[src/rtl/nsc_pkg.sv]
// Shared types, character codes and helpers for the NMEA sentence checker.
package nsc_pkg;

  typedef logic [7:0]  byte_t;
  typedef logic [1:0]  verdict_t;
  typedef logic [4:0]  count_t;
  typedef logic [39:0] tag_t;

  localparam int CfgDataW  = 40;
  localparam int CfgIndexW = 1;

  localparam logic [CfgIndexW-1:0] REG_SENTENCE_TAG    = 1'd0;
  localparam logic [CfgIndexW-1:0] REG_EXPECTED_FIELDS = 1'd1;

  localparam verdict_t VERDICT_OK        = 2'd0;
  localparam verdict_t VERDICT_BAD_SUM   = 2'd1;
  localparam verdict_t VERDICT_BAD_COUNT = 2'd2;
  localparam verdict_t VERDICT_OVERFLOW  = 2'd3;

  localparam byte_t CHAR_NUL    = 8'h00;
  localparam byte_t CHAR_DOLLAR = 8'h24;
  localparam byte_t CHAR_STAR   = 8'h2A;
  localparam byte_t CHAR_COMMA  = 8'h2C;
  localparam byte_t CHAR_ZERO   = 8'h30;
  localparam byte_t CHAR_UPPER_A = 8'h41;

  // "GPRMC", first character in the top byte.
  localparam tag_t   TAG_RESET    = 40'h4750524D43;
  localparam count_t FIELDS_RESET = 5'd12;
  localparam count_t COUNT_MAX    = 5'd31;

  // Uppercase hex spelling of one nibble.
  function automatic byte_t hex_char(input logic [3:0] nib);
    byte_t ch;
    if (nib < 4'd10) begin
      ch = CHAR_ZERO + {4'd0, nib};
    end else begin
      ch = CHAR_UPPER_A + {4'd0, nib} - 8'd10;
    end
    return ch;
  endfunction

endpackage

[src/rtl/nsc_if.sv]
// Valid/ready channels for received bytes and for sentence verdicts.
interface nsc_byte_if import nsc_pkg::*; ();
  logic  valid;
  logic  ready;
  byte_t rx_byte;

  modport source (output valid, output rx_byte, input ready);
  modport sink (input valid, input rx_byte, output ready);
endinterface

interface nsc_result_if import nsc_pkg::*; ();
  logic     valid;
  logic     ready;
  verdict_t verdict;
  byte_t    computed_checksum;
  count_t   comma_count;

  modport source (output valid, output verdict, output computed_checksum,
                  output comma_count, input ready);
  modport sink (input valid, input verdict, input computed_checksum,
                input comma_count, output ready);
endinterface

[src/rtl/nmea_sentence_checker_unit.sv]
// NMEA sentence checker: tag match, checksum, field count and body length checks.
//
// The checker takes one received byte per clock unless the byte channel is held off.
// Each byte updates the registered sentence state; a sentence that gets past its
// tag comma and is not restarted by a '$' ends in one word on the result channel,
// loaded into the output register at the clock edge that accepts its last byte and
// shown on the next cycle. The byte channel is held off in every cycle where the
// output register is full and its word is not being taken, so a verdict that waits
// stalls the byte stream until it leaves. A '$' restarts a sentence at any point,
// and a zero byte is dropped. The user must write the sentence tag and expected field
// count via the configuration port only while idle; the block does not enforce it.
module nmea_sentence_checker_unit
  import nsc_pkg::*;
#(
  parameter int MAX_BODY = 80
) (
  input  logic                 clk,
  input  logic                 rst,
  input  logic                 cfg_we,
  input  logic [CfgIndexW-1:0] cfg_index,
  input  logic [CfgDataW-1:0]  cfg_wdata,
  nsc_byte_if.sink             rx,
  nsc_result_if.source         res
);

  localparam int BodyW = $clog2(MAX_BODY + 1);
  localparam logic [BodyW-1:0] BodyLimit = BodyW'(MAX_BODY);

  localparam logic [2:0] PH_HUNT  = 3'd0;
  localparam logic [2:0] PH_TAG   = 3'd1;
  localparam logic [2:0] PH_COMMA = 3'd2;
  localparam logic [2:0] PH_BODY  = 3'd3;
  localparam logic [2:0] PH_HEX1  = 3'd4;
  localparam logic [2:0] PH_HEX2  = 3'd5;

  tag_t   sentence_tag;
  count_t expected_fields;

  logic [2:0]       phase, phase_next;
  logic [2:0]       tag_position, tag_position_next;
  byte_t            running_xor, running_xor_next;
  count_t           commas_seen, commas_seen_next;
  logic [BodyW-1:0] body_length, body_length_next;
  byte_t            first_hex_digit, first_hex_digit_next;

  logic     accept;
  logic     emit;
  verdict_t verdict_next;
  byte_t    c;
  byte_t    want;

  assign accept   = rx.valid && rx.ready;
  assign rx.ready = !res.valid || res.ready;
  assign c        = rx.rx_byte;

  always_comb begin
    case (tag_position)
      3'd0:    want = sentence_tag[39:32];
      3'd1:    want = sentence_tag[31:24];
      3'd2:    want = sentence_tag[23:16];
      3'd3:    want = sentence_tag[15:8];
      default: want = sentence_tag[7:0];
    endcase
  end

  always_comb begin
    phase_next           = phase;
    tag_position_next    = tag_position;
    running_xor_next     = running_xor;
    commas_seen_next     = commas_seen;
    body_length_next     = body_length;
    first_hex_digit_next = first_hex_digit;
    emit                 = 1'b0;
    verdict_next         = VERDICT_OK;
    if (accept && c != CHAR_NUL) begin
      if (c == CHAR_DOLLAR) begin
        phase_next           = PH_TAG;
        tag_position_next    = 3'd0;
        running_xor_next     = 8'd0;
        commas_seen_next     = 5'd0;
        body_length_next     = '0;
        first_hex_digit_next = 8'd0;
      end else begin
        case (phase)
          PH_TAG: begin
            if (c != want) begin
              phase_next = PH_HUNT;
            end else begin
              running_xor_next  = running_xor ^ c;
              tag_position_next = tag_position + 3'd1;
              if (tag_position == 3'd4) begin
                phase_next = PH_COMMA;
              end
            end
          end
          PH_COMMA: begin
            if (c != CHAR_COMMA) begin
              phase_next = PH_HUNT;
            end else begin
              running_xor_next = running_xor ^ c;
              phase_next       = PH_BODY;
            end
          end
          PH_BODY: begin
            if (c == CHAR_STAR) begin
              // A zero expected count can never match, since the sum is at least one.
              if ({1'b0, commas_seen} + 6'd1 != {1'b0, expected_fields}) begin
                emit         = 1'b1;
                verdict_next = VERDICT_BAD_COUNT;
                phase_next   = PH_HUNT;
              end else begin
                phase_next = PH_HEX1;
              end
            end else begin
              running_xor_next = running_xor ^ c;
              if (c == CHAR_COMMA && commas_seen != COUNT_MAX) begin
                commas_seen_next = commas_seen + 5'd1;
              end
              if (body_length >= BodyLimit) begin
                emit         = 1'b1;
                verdict_next = VERDICT_OVERFLOW;
                phase_next   = PH_HUNT;
              end else begin
                body_length_next = body_length + BodyW'(1);
              end
            end
          end
          PH_HEX1: begin
            first_hex_digit_next = c;
            phase_next           = PH_HEX2;
          end
          PH_HEX2: begin
            emit       = 1'b1;
            phase_next = PH_HUNT;
            if (first_hex_digit == hex_char(running_xor[7:4]) &&
                c == hex_char(running_xor[3:0])) begin
              verdict_next = VERDICT_OK;
            end else begin
              verdict_next = VERDICT_BAD_SUM;
            end
          end
          default: begin
            phase_next = PH_HUNT;
          end
        endcase
      end
    end
  end

  always_ff @(posedge clk) begin
    if (rst) begin
      sentence_tag    <= TAG_RESET;
      expected_fields <= FIELDS_RESET;
    end else if (cfg_we) begin
      case (cfg_index)
        REG_SENTENCE_TAG:    sentence_tag    <= cfg_wdata;
        REG_EXPECTED_FIELDS: expected_fields <= cfg_wdata[4:0];
        default: begin
        end
      endcase
    end
  end

  always_ff @(posedge clk) begin
    if (rst) begin
      phase           <= PH_HUNT;
      tag_position    <= 3'd0;
      running_xor     <= 8'd0;
      commas_seen     <= 5'd0;
      body_length     <= '0;
      first_hex_digit <= 8'd0;
    end else begin
      phase           <= phase_next;
      tag_position    <= tag_position_next;
      running_xor     <= running_xor_next;
      commas_seen     <= commas_seen_next;
      body_length     <= body_length_next;
      first_hex_digit <= first_hex_digit_next;
    end
  end

  // Output register: a new verdict can only be loaded when the old word leaves.
  always_ff @(posedge clk) begin
    if (rst) begin
      res.valid <= 1'b0;
    end else if (emit) begin
      res.valid <= 1'b1;
    end else if (res.ready) begin
      res.valid <= 1'b0;
    end
  end

  always_ff @(posedge clk) begin
    if (emit) begin
      res.verdict           <= verdict_next;
      res.computed_checksum <= running_xor_next;
      res.comma_count       <= commas_seen_next;
    end
  end

  a_dollar_restarts: assert property (@(posedge clk) disable iff (rst)
    (accept && c == CHAR_DOLLAR) |=> (phase == PH_TAG && running_xor == 8'd0 &&
                                      commas_seen == 5'd0))
    else $error("dollar sign did not restart the sentence");

  a_emit_returns_to_hunt: assert property (@(posedge clk) disable iff (rst)
    emit |=> (phase == PH_HUNT && res.valid))
    else $error("verdict did not end the sentence");

  a_body_bounded: assert property (@(posedge clk) disable iff (rst)
    body_length <= BodyLimit)
    else $error("body length ran past its limit");

  a_no_overwrite: assert property (@(posedge clk) disable iff (rst)
    (res.valid && !res.ready) |-> !emit)
    else $error("verdict loaded over a word not yet taken");

endmodule
[src/flat_wrapper.sv]
// flat-port wrapper written by rule: the top's interface ports become plain ports
module nmea_sentence_checker_unit_flat import nsc_pkg::*;
#(
  parameter int MAX_BODY = 80
)
  (clk, rst, cfg_we, cfg_index, cfg_wdata, rx_valid, rx_rx_byte, rx_ready, res_valid, res_verdict, res_computed_checksum, res_comma_count, res_ready);
  nsc_byte_if rx_i ();
  nsc_result_if res_i ();
  input  logic clk;
  input  logic rst;
  input  logic cfg_we;
  input  logic [CfgIndexW-1:0] cfg_index;
  input  logic [CfgDataW-1:0] cfg_wdata;
  input wire logic [$bits(rx_i.valid)-1:0] rx_valid;
  input wire logic [$bits(rx_i.rx_byte)-1:0] rx_rx_byte;
  output wire logic [$bits(rx_i.ready)-1:0] rx_ready;
  output wire logic [$bits(res_i.valid)-1:0] res_valid;
  output wire logic [$bits(res_i.verdict)-1:0] res_verdict;
  output wire logic [$bits(res_i.computed_checksum)-1:0] res_computed_checksum;
  output wire logic [$bits(res_i.comma_count)-1:0] res_comma_count;
  input wire logic [$bits(res_i.ready)-1:0] res_ready;
  assign rx_i.valid = rx_valid;
  assign rx_i.rx_byte = rx_rx_byte;
  assign rx_ready = rx_i.ready;
  assign res_valid = res_i.valid;
  assign res_verdict = res_i.verdict;
  assign res_computed_checksum = res_i.computed_checksum;
  assign res_comma_count = res_i.comma_count;
  assign res_i.ready = res_ready;
  nmea_sentence_checker_unit #(.MAX_BODY(MAX_BODY)) u_core (.clk(clk), .rst(rst), .cfg_we(cfg_we), .cfg_index(cfg_index), .cfg_wdata(cfg_wdata), .rx(rx_i), .res(res_i));
endmodule
[config.mk]
export PLATFORM = sky130hd
export DESIGN_NAME = nmea_sentence_checker_unit_flat
export DESIGN_NICKNAME = d
export VERILOG_FILES = /design/src/rtl/nsc_pkg.sv /design/src/rtl/nsc_if.sv /design/src/rtl/nmea_sentence_checker_unit.sv /design/src/flat_wrapper.sv
export SDC_FILE = /design/constraint.sdc
export NUM_CORES = 1
export LEC_CHECK = 0
export ABC_AREA = 1
export BUFFER_PORTS_ARGS = -buffer_cell sky130_fd_sc_hd__buf_2
export CAP_MARGIN = 20
export CORE_MARGIN = 2
export CORE_UTILIZATION = 60
export DETAILED_ROUTE_END_ITERATION = 6
export PLACE_DENSITY = 0.83
export RECOVER_POWER = 100
export SLEW_MARGIN = 15
export SYNTH_ARGS = -nofsm -noshare
export SYNTH_HDL_FRONTEND = slang
export SYNTH_SLANG_ARGS = --single-unit
[constraint.sdc]
create_clock -name clk -period 6.5 [get_ports clk]
set_input_delay 0.325 -clock clk [delete_from_list [all_inputs] [get_ports clk]]
set_output_delay 0.325 -clock clk [all_outputs]
set_load 0.005 [all_outputs]
==> After elaboration in Yosys (flattened, before gate mapping) <==
Cells that the tools add are included.
Widths: inputs -> output; s select.
{ "word_totals": {"regBits": 95, "input_bits": 54, "out_inout_bits": 17} }
{ "op_classes": {"add_sub_neg": 10, "n_lt_le_gt_ge": 3, "n_eq_ne": 23, "muxes": 50, "n_bitwise": 3, "reduce_logical": 19} }
{ "op_table": {"columns": ["op", "count"], "rows": [
  ["$mux 8", 15],
  ["$pmux 8 s4", 1],
  ["$mux 7", 4],
  ["$mux 3", 9],
  ["$mux 5", 5],
  ["$eq 8x6->1 const B", 3],
  ["$pmux 8 s3", 1],
  ["$add 7x4->8 const A", 2],
  ["$eq 8x8->1", 2],
  ["$sub 8x4->8 const B", 2],
  ["$add 6x4->7 const A", 2],
  ["$eq 3x2->1 const B", 4],
  ["$pmux 3 s4", 1],
  ["$eq 3x3->1 const B", 3],
  ["$lt 4x4->1 const B", 2],
  ["$mux 1", 8],
  ["$mux 2", 4],
  ["$ne 4x1->1 const B", 2],
  ["$ne 8x6->1 const B", 1],
  ["$ne 8x8->1", 1],
  ["$reduce_bool 2->1", 4],
  ["$reduce_bool 8->1", 1],
  ["$xor 8x8->8", 1],
  ["$add 7x1->7 const B", 1],
  ["19 further kinds", 29]
]} }

==> Logic depth before layout (Yosys ltp) <==
{ "logic_depth": {"depth_word": 10, "ltp_mapped": 19} }

==> Worst setup path after synthesis <==
OpenSTA, ideal clock, no wires.
{ "synth_timing": {"path_kind": "reg2reg", "start": "register u_core.tag_position[2]", "end": "register u_core.res.computed_checksum[0] (data pin)", "setup_time_ns": 0.254, "arrival_ns": 2.112, "setup_slack_ns": 4.134, "stages_incl_launch_ff": 18, "n_path_buf": 3, "period_less_slack_ns": 2.366, "cell_sequence": "dfxtp_1 > inv_2 > buf_6 > ha_1 > clkbuf_1 > a21oi_4 > nand3_1 > nand2_1 > nand2_1 > nand2_1 > nand2_1 > nor2_2 > buf_6 > nand3_1 > nand3_1 > nand2_1 > nand2_1 > nand2_1"} }
{ "synth_via": {"elab_chain_len": 7} }
{ "synth_lines": {"columns": ["element", "line_no", "text"], "rows": [
  ["start, declared", "nmea_sentence_checker_unit.sv:40", "logic [2:0] tag_position, tag_position_next;"],
  ["start signal, assigned", "nmea_sentence_checker_unit.sv:174", "tag_position <= tag_position_next;"],
  ["$eq 3x2->1 (tied with other cells)", "nmea_sentence_checker_unit.sv:57", "case (tag_position)"],
  ["$pmux 8 s4 (*)", "nmea_sentence_checker_unit.sv:57", null],
  ["$ne 8x8->1 (*)", "nmea_sentence_checker_unit.sv:86", "if (c != want) begin"],
  ["$mux 8 (*)", "nmea_sentence_checker_unit.sv:86", null],
  ["$pmux 8 s3 (*)", "nmea_sentence_checker_unit.sv:84", "case (phase)"],
  ["$mux 8 (*)", "nmea_sentence_checker_unit.sv:76", "if (c == CHAR_DOLLAR) begin"],
  ["$mux 8 (*)", "nmea_sentence_checker_unit.sv:75", "if (accept && c != CHAR_NUL) begin"],
  ["via u_core.running_xor_next[0]", "nmea_sentence_checker_unit.sv:41", "byte_t running_xor, running_xor_next;"],
  ["end signal, assigned", "nmea_sentence_checker_unit.sv:196", "res.computed_checksum <= running_xor_next;"],
  ["end, declared", "nsc_if.sv:18", "modport source (output valid, output verdict, output computed_checksum,"]
]} }
Mark *: on every way through the listed nets, which the timed path passes. The rest lies on a longest branch.
A chain may end at the register's enable or synchronous reset.

==> Worst setup path after layout <==
{ "layout_timing": {"start": "register u_core.tag_position[2]", "end": "register u_core.tag_position[2]"} }
{ "layout_via": {"elab_chain_len": 5} }
{ "layout_lines": {"columns": ["element", "line_no"], "rows": [
  ["$eq 3x2->1 (tied with other cells)", "nmea_sentence_checker_unit.sv:57"],
  ["$pmux 8 s4", "nmea_sentence_checker_unit.sv:57"],
  ["$ne 8x8->1", "nmea_sentence_checker_unit.sv:86"],
  ["$ne 2x1->1 (no source line)", null],
  ["$reduce_and 3->1 (no source line)", null]
]} }
Several ways; a longest one is shown, not always the timed one. The select of a mux whose other input is x is not followed.

==> run_results.csv <==
group,metric,value,unit
run_status,status,"complete, but fails checks",
run_status,violations,"capacitance limit, slew limit",
sta,final-hold-violation-count,0,
synth,synth-edff-count,15,
synth,synth_ff_type,"dfxtp_1",
final_layout,fillerInstances,730,
final_layout,diodes,0,
floorplan,dieArea,9360,sq um
min_path,hold_class,"input port to register",
final_layout,finalNonFillerCells,908,
place,place_inst,890,
min_path,hold-path-endpoint,"u_core.sentence_tag[11]$_SDFFE_PP1P_",
drt,dr_total_vias,5142,
synth,simple_logic_cell_fraction_of_the_synthesized_area,0.349,
place,detailed_place_hpwl,10100,um
floorplan,die_h,96.8,um
place,post-place-ws,3280,ps
floorplan,core.rowCount,33,
floorplan,core_area,8300,sq um
synth,syn_area,5160,sq um
power_and_ir_drop,vdd.ir_drop.worst,139,uV
final_layout,area_growth_syn_to_fin,10.4,%
grt,grt_max_degree,54,
synth,synth_area_leader_cell,"dfxtp_1",
synth,synth_compound_gate_area_share,0.117,
final_layout,post-route-util,0.687,
clock_network,cts_tree,"done",
synth,post_synth.cell_area_avg,6.95,sq um
drt,firstDrtPassIters,6,
synth,synthCells,743,
synth,synth.area.top_cells,"dfxtp_1, nand2_1, edfxtp_1",
place,count_of_port_buffers_added_during_placement,70,
sta,fin_ws,2600,ps
critical_path,timing_worst_setup_path_type,"register to register",
floorplan,ios,71,
critical_path,reg2reg_slack,2600,ps
sta,finalSetupViolations,0,
final_layout,drive_above_1_share,0.132,
critical_path,timing.rr.end,"u_core.tag_position[2]$_SDFFE_PP0P_",
place,gp_congestion,0.981,
critical_path,timing.critical_path.required,6710,ps
critical_path,signal_arrival_time_at_the_worst_endpoint,4110,ps
clock_network,cts.reportedPaths.clkPinSlew,110,ps
synth,most_common_cell_in_the_synthesized_netlist,"nand2_1",
critical_path,startpoint_type,"register",
sta,worst_slew_pin_slew,1920,ps
power_and_ir_drop,power_density,203,nW/um^2
critical_path,worst-r2r-cell-count,14,
grt,globalRouteOverflowTotal,0,
critical_path,worst_r2r_startpoint,"u_core.tag_position[2]$_SDFFE_PP0P_",
synth,netlist_top_cells_count,"nand2_1, nor2_1, nand3_1, dfxtp_1, inv_1",
sta,final-max-slew-violation-count,54,
grt,antenna_found_initial,0,
sta,timing.slew.headroom,-0.279,
synth,ys_seq_elements,95,
synth,post_synth_xor_area_fraction,0.0373,
min_path,hold_path.startpoint,"cfg_wdata[11]",
critical_path,worst_setup_path_startpoint,"u_core.tag_position[2]$_SDFFE_PP0P_",
power_and_ir_drop,p_total,0.00116,W
drt,drc_errors,0,
clock_network,htree_num_levels,3,
floorplan,floorplan.die.width,96.8,um
sta,totalNegativeSetupSlack,0,ps
drt,wl_per_cell,14.9,um
flow_run,timing.max_cap.violations,1,
final_layout,fin_nets,863,
synth,synth_top_family_by_area,"simple AND/OR/NAND/NOR gates",
min_path,whs_path_depth,3,
synth,synth.distinct_cells,38,
sta,final_period_minus_worst_setup_slack,3900,ps
sta,post-route-period-util,0.600,
critical_path,critical_path_peak_fanout,24,
synth,async_flop_share,0,
drt,ant_nets,0,
clock_network,cts_repair_resized_insts,0,
power_and_ir_drop,power.static_leakage,2.58,nW
synth,post_synth_mux_area_share,0,
sta,timing.fmax,256,MHz
synth,post_synthesis_sequential_area_ratio,0.397,
synth,synthesis.yosys.warnings,0,
grt,grt_pass1_vias,4833,
drt,vias_per_instance,5.66,
clock_network,cts-hold-fix-buffers,0,
floorplan,floorplan.initialDensity,0.622,
clock_network,cts_setup_buffers,0,
clock_network,cts_root_buf,"clkbuf_8",
clock_network,cts_buffers,9,
drt,drt_first_iter_violations,354,
sta,unrepaired_setup_endpoints_after_global_routing,"false",
sta,finClkSkew,18.1,ps
clock_network,worstSkewPairLatency,380,ps
critical_path,critical_path.endpoint_type,"register",
synth,share_of_yosys_cell_area_claimed_by_the_top_area_cell_type,0.310,
grt,grt_first_pass_wirelength,23000,um
drt,drt-total-wl,13600,um
synth,mappedNetlistNets,808,
clock_network,cts.path.max_buffers,2,
grt,grt_use_total,0.295,
clock_network,cts.sinks,95,
synth,synth-adder-area-share,0.0267,
## report_power, final
part           switching, W  leakage, nW  internal [W]
combinational     0.0000801         1.69     0.0000470
sequential        0.0000172        0.790      0.000617
clock              0.000242        0.102      0.000152
## through the flow
stage,area [sq um],hold slack (ps)
after global placement,5520,447
after CTS,5710,140
after floorplan,5160,429
after global routing,5700,164
after detailed placement,5520,449
final,5700,143
## critical path: stages (launching register included)
cell     delay (ps)
dfxtp_1         410
inv_1           360
ha_1            470
a21oi_1         490
nand3_1         180
nand2_1         110
nand2_1          50
nand2_1          70
nand2_1          50
nor2_1          590
nand2_1         430
o21ai_0         270
nand2_1         100
nand2_1          80
a21oi_1          60
## layout make-up
type / count / area, sq um / share of cell area
clock inverters: 7 / 73.8 / 0.0130
multi-input cells: 558 / 2720 / 0.477
well taps: 105 / 131 / 0.0231
repair buffers: 74 / 375 / 0.0659
flip-flops and latches: 95 / 2050 / 0.360
inverters: 60 / 225 / 0.0395
clock buffers: 9 / 124 / 0.0217
## routing by layer
metal | vias to the layer above | part of all wire | track usage
li1 | 2546 | - | -
met1 | 2338 | 0.44 | 0.413
met2 | 220 | 0.46 | 0.474
met3 | 38 | 0.078 | 0.0412
met4 | 0 | 0.022 | 0.0888
met5 | - | 0 | 0
## sequential cells by signal (all words and copies together), names as in the netlist, 2 cells and up
register and count:
u_core.sentence_tag 40, u_core.first_hex_digit 8, u_core.res.computed_checksum 8, u_core.running_xor 8
u_core.body_length 7, u_core.commas_seen 5, u_core.expected_fields 5, u_core.res.comma_count 5
u_core.phase 3, u_core.tag_position 3, u_core.res.verdict 2
## worst max path at each step
stage	endpoint
2_1_floorplan	u_core.res.computed_checksum[0]$_DFFE_PP_
3_3_place_gp	u_core.res.computed_checksum[3]$_DFFE_PP_
3_5_place_dp	u_core.res.computed_checksum[3]$_DFFE_PP_
4_1_cts	u_core.running_xor[2]$_SDFF_PP0_
5_1_grt	u_core.running_xor[3]$_SDFF_PP0_
6_report	u_core.tag_position[2]$_SDFFE_PP0P_
## cells in the final DEF, fill, tap and decap left out, types with 2 or more instances in the layout
cell type    n
nand2_1    193
nor2_1      92
nand3_1     85
dfxtp_1     80
buf_2       63
inv_1       58
o21ai_0     50
a21oi_1     49
edfxtp_1    15
xnor2_1     13
ha_1        11
nor3_1      10
nor2_2      10
xor2_1       9
clkbuf_8     9
clkbuf_1     8
nand3_2      7
nand4_1      7
nor4_1       4
o22ai_1      4
inv_8        3
a211oi_1     2
nand4_2      2
a221oi_1     2
clkinv_4     2
buf_4        2
## logic make-up after synthesis
| group | after synthesis |
|---|---|
| AO/OA/AOI/OAI | 112 |
| XOR/XNOR | 22 |
| adder cells (fa/ha/maj) | 11 |
| buffers and inverters | 90 |
| flip-flops | 95 |
| AND/OR/NAND/NOR | 413 |
(Power assumes the default switching activity.)
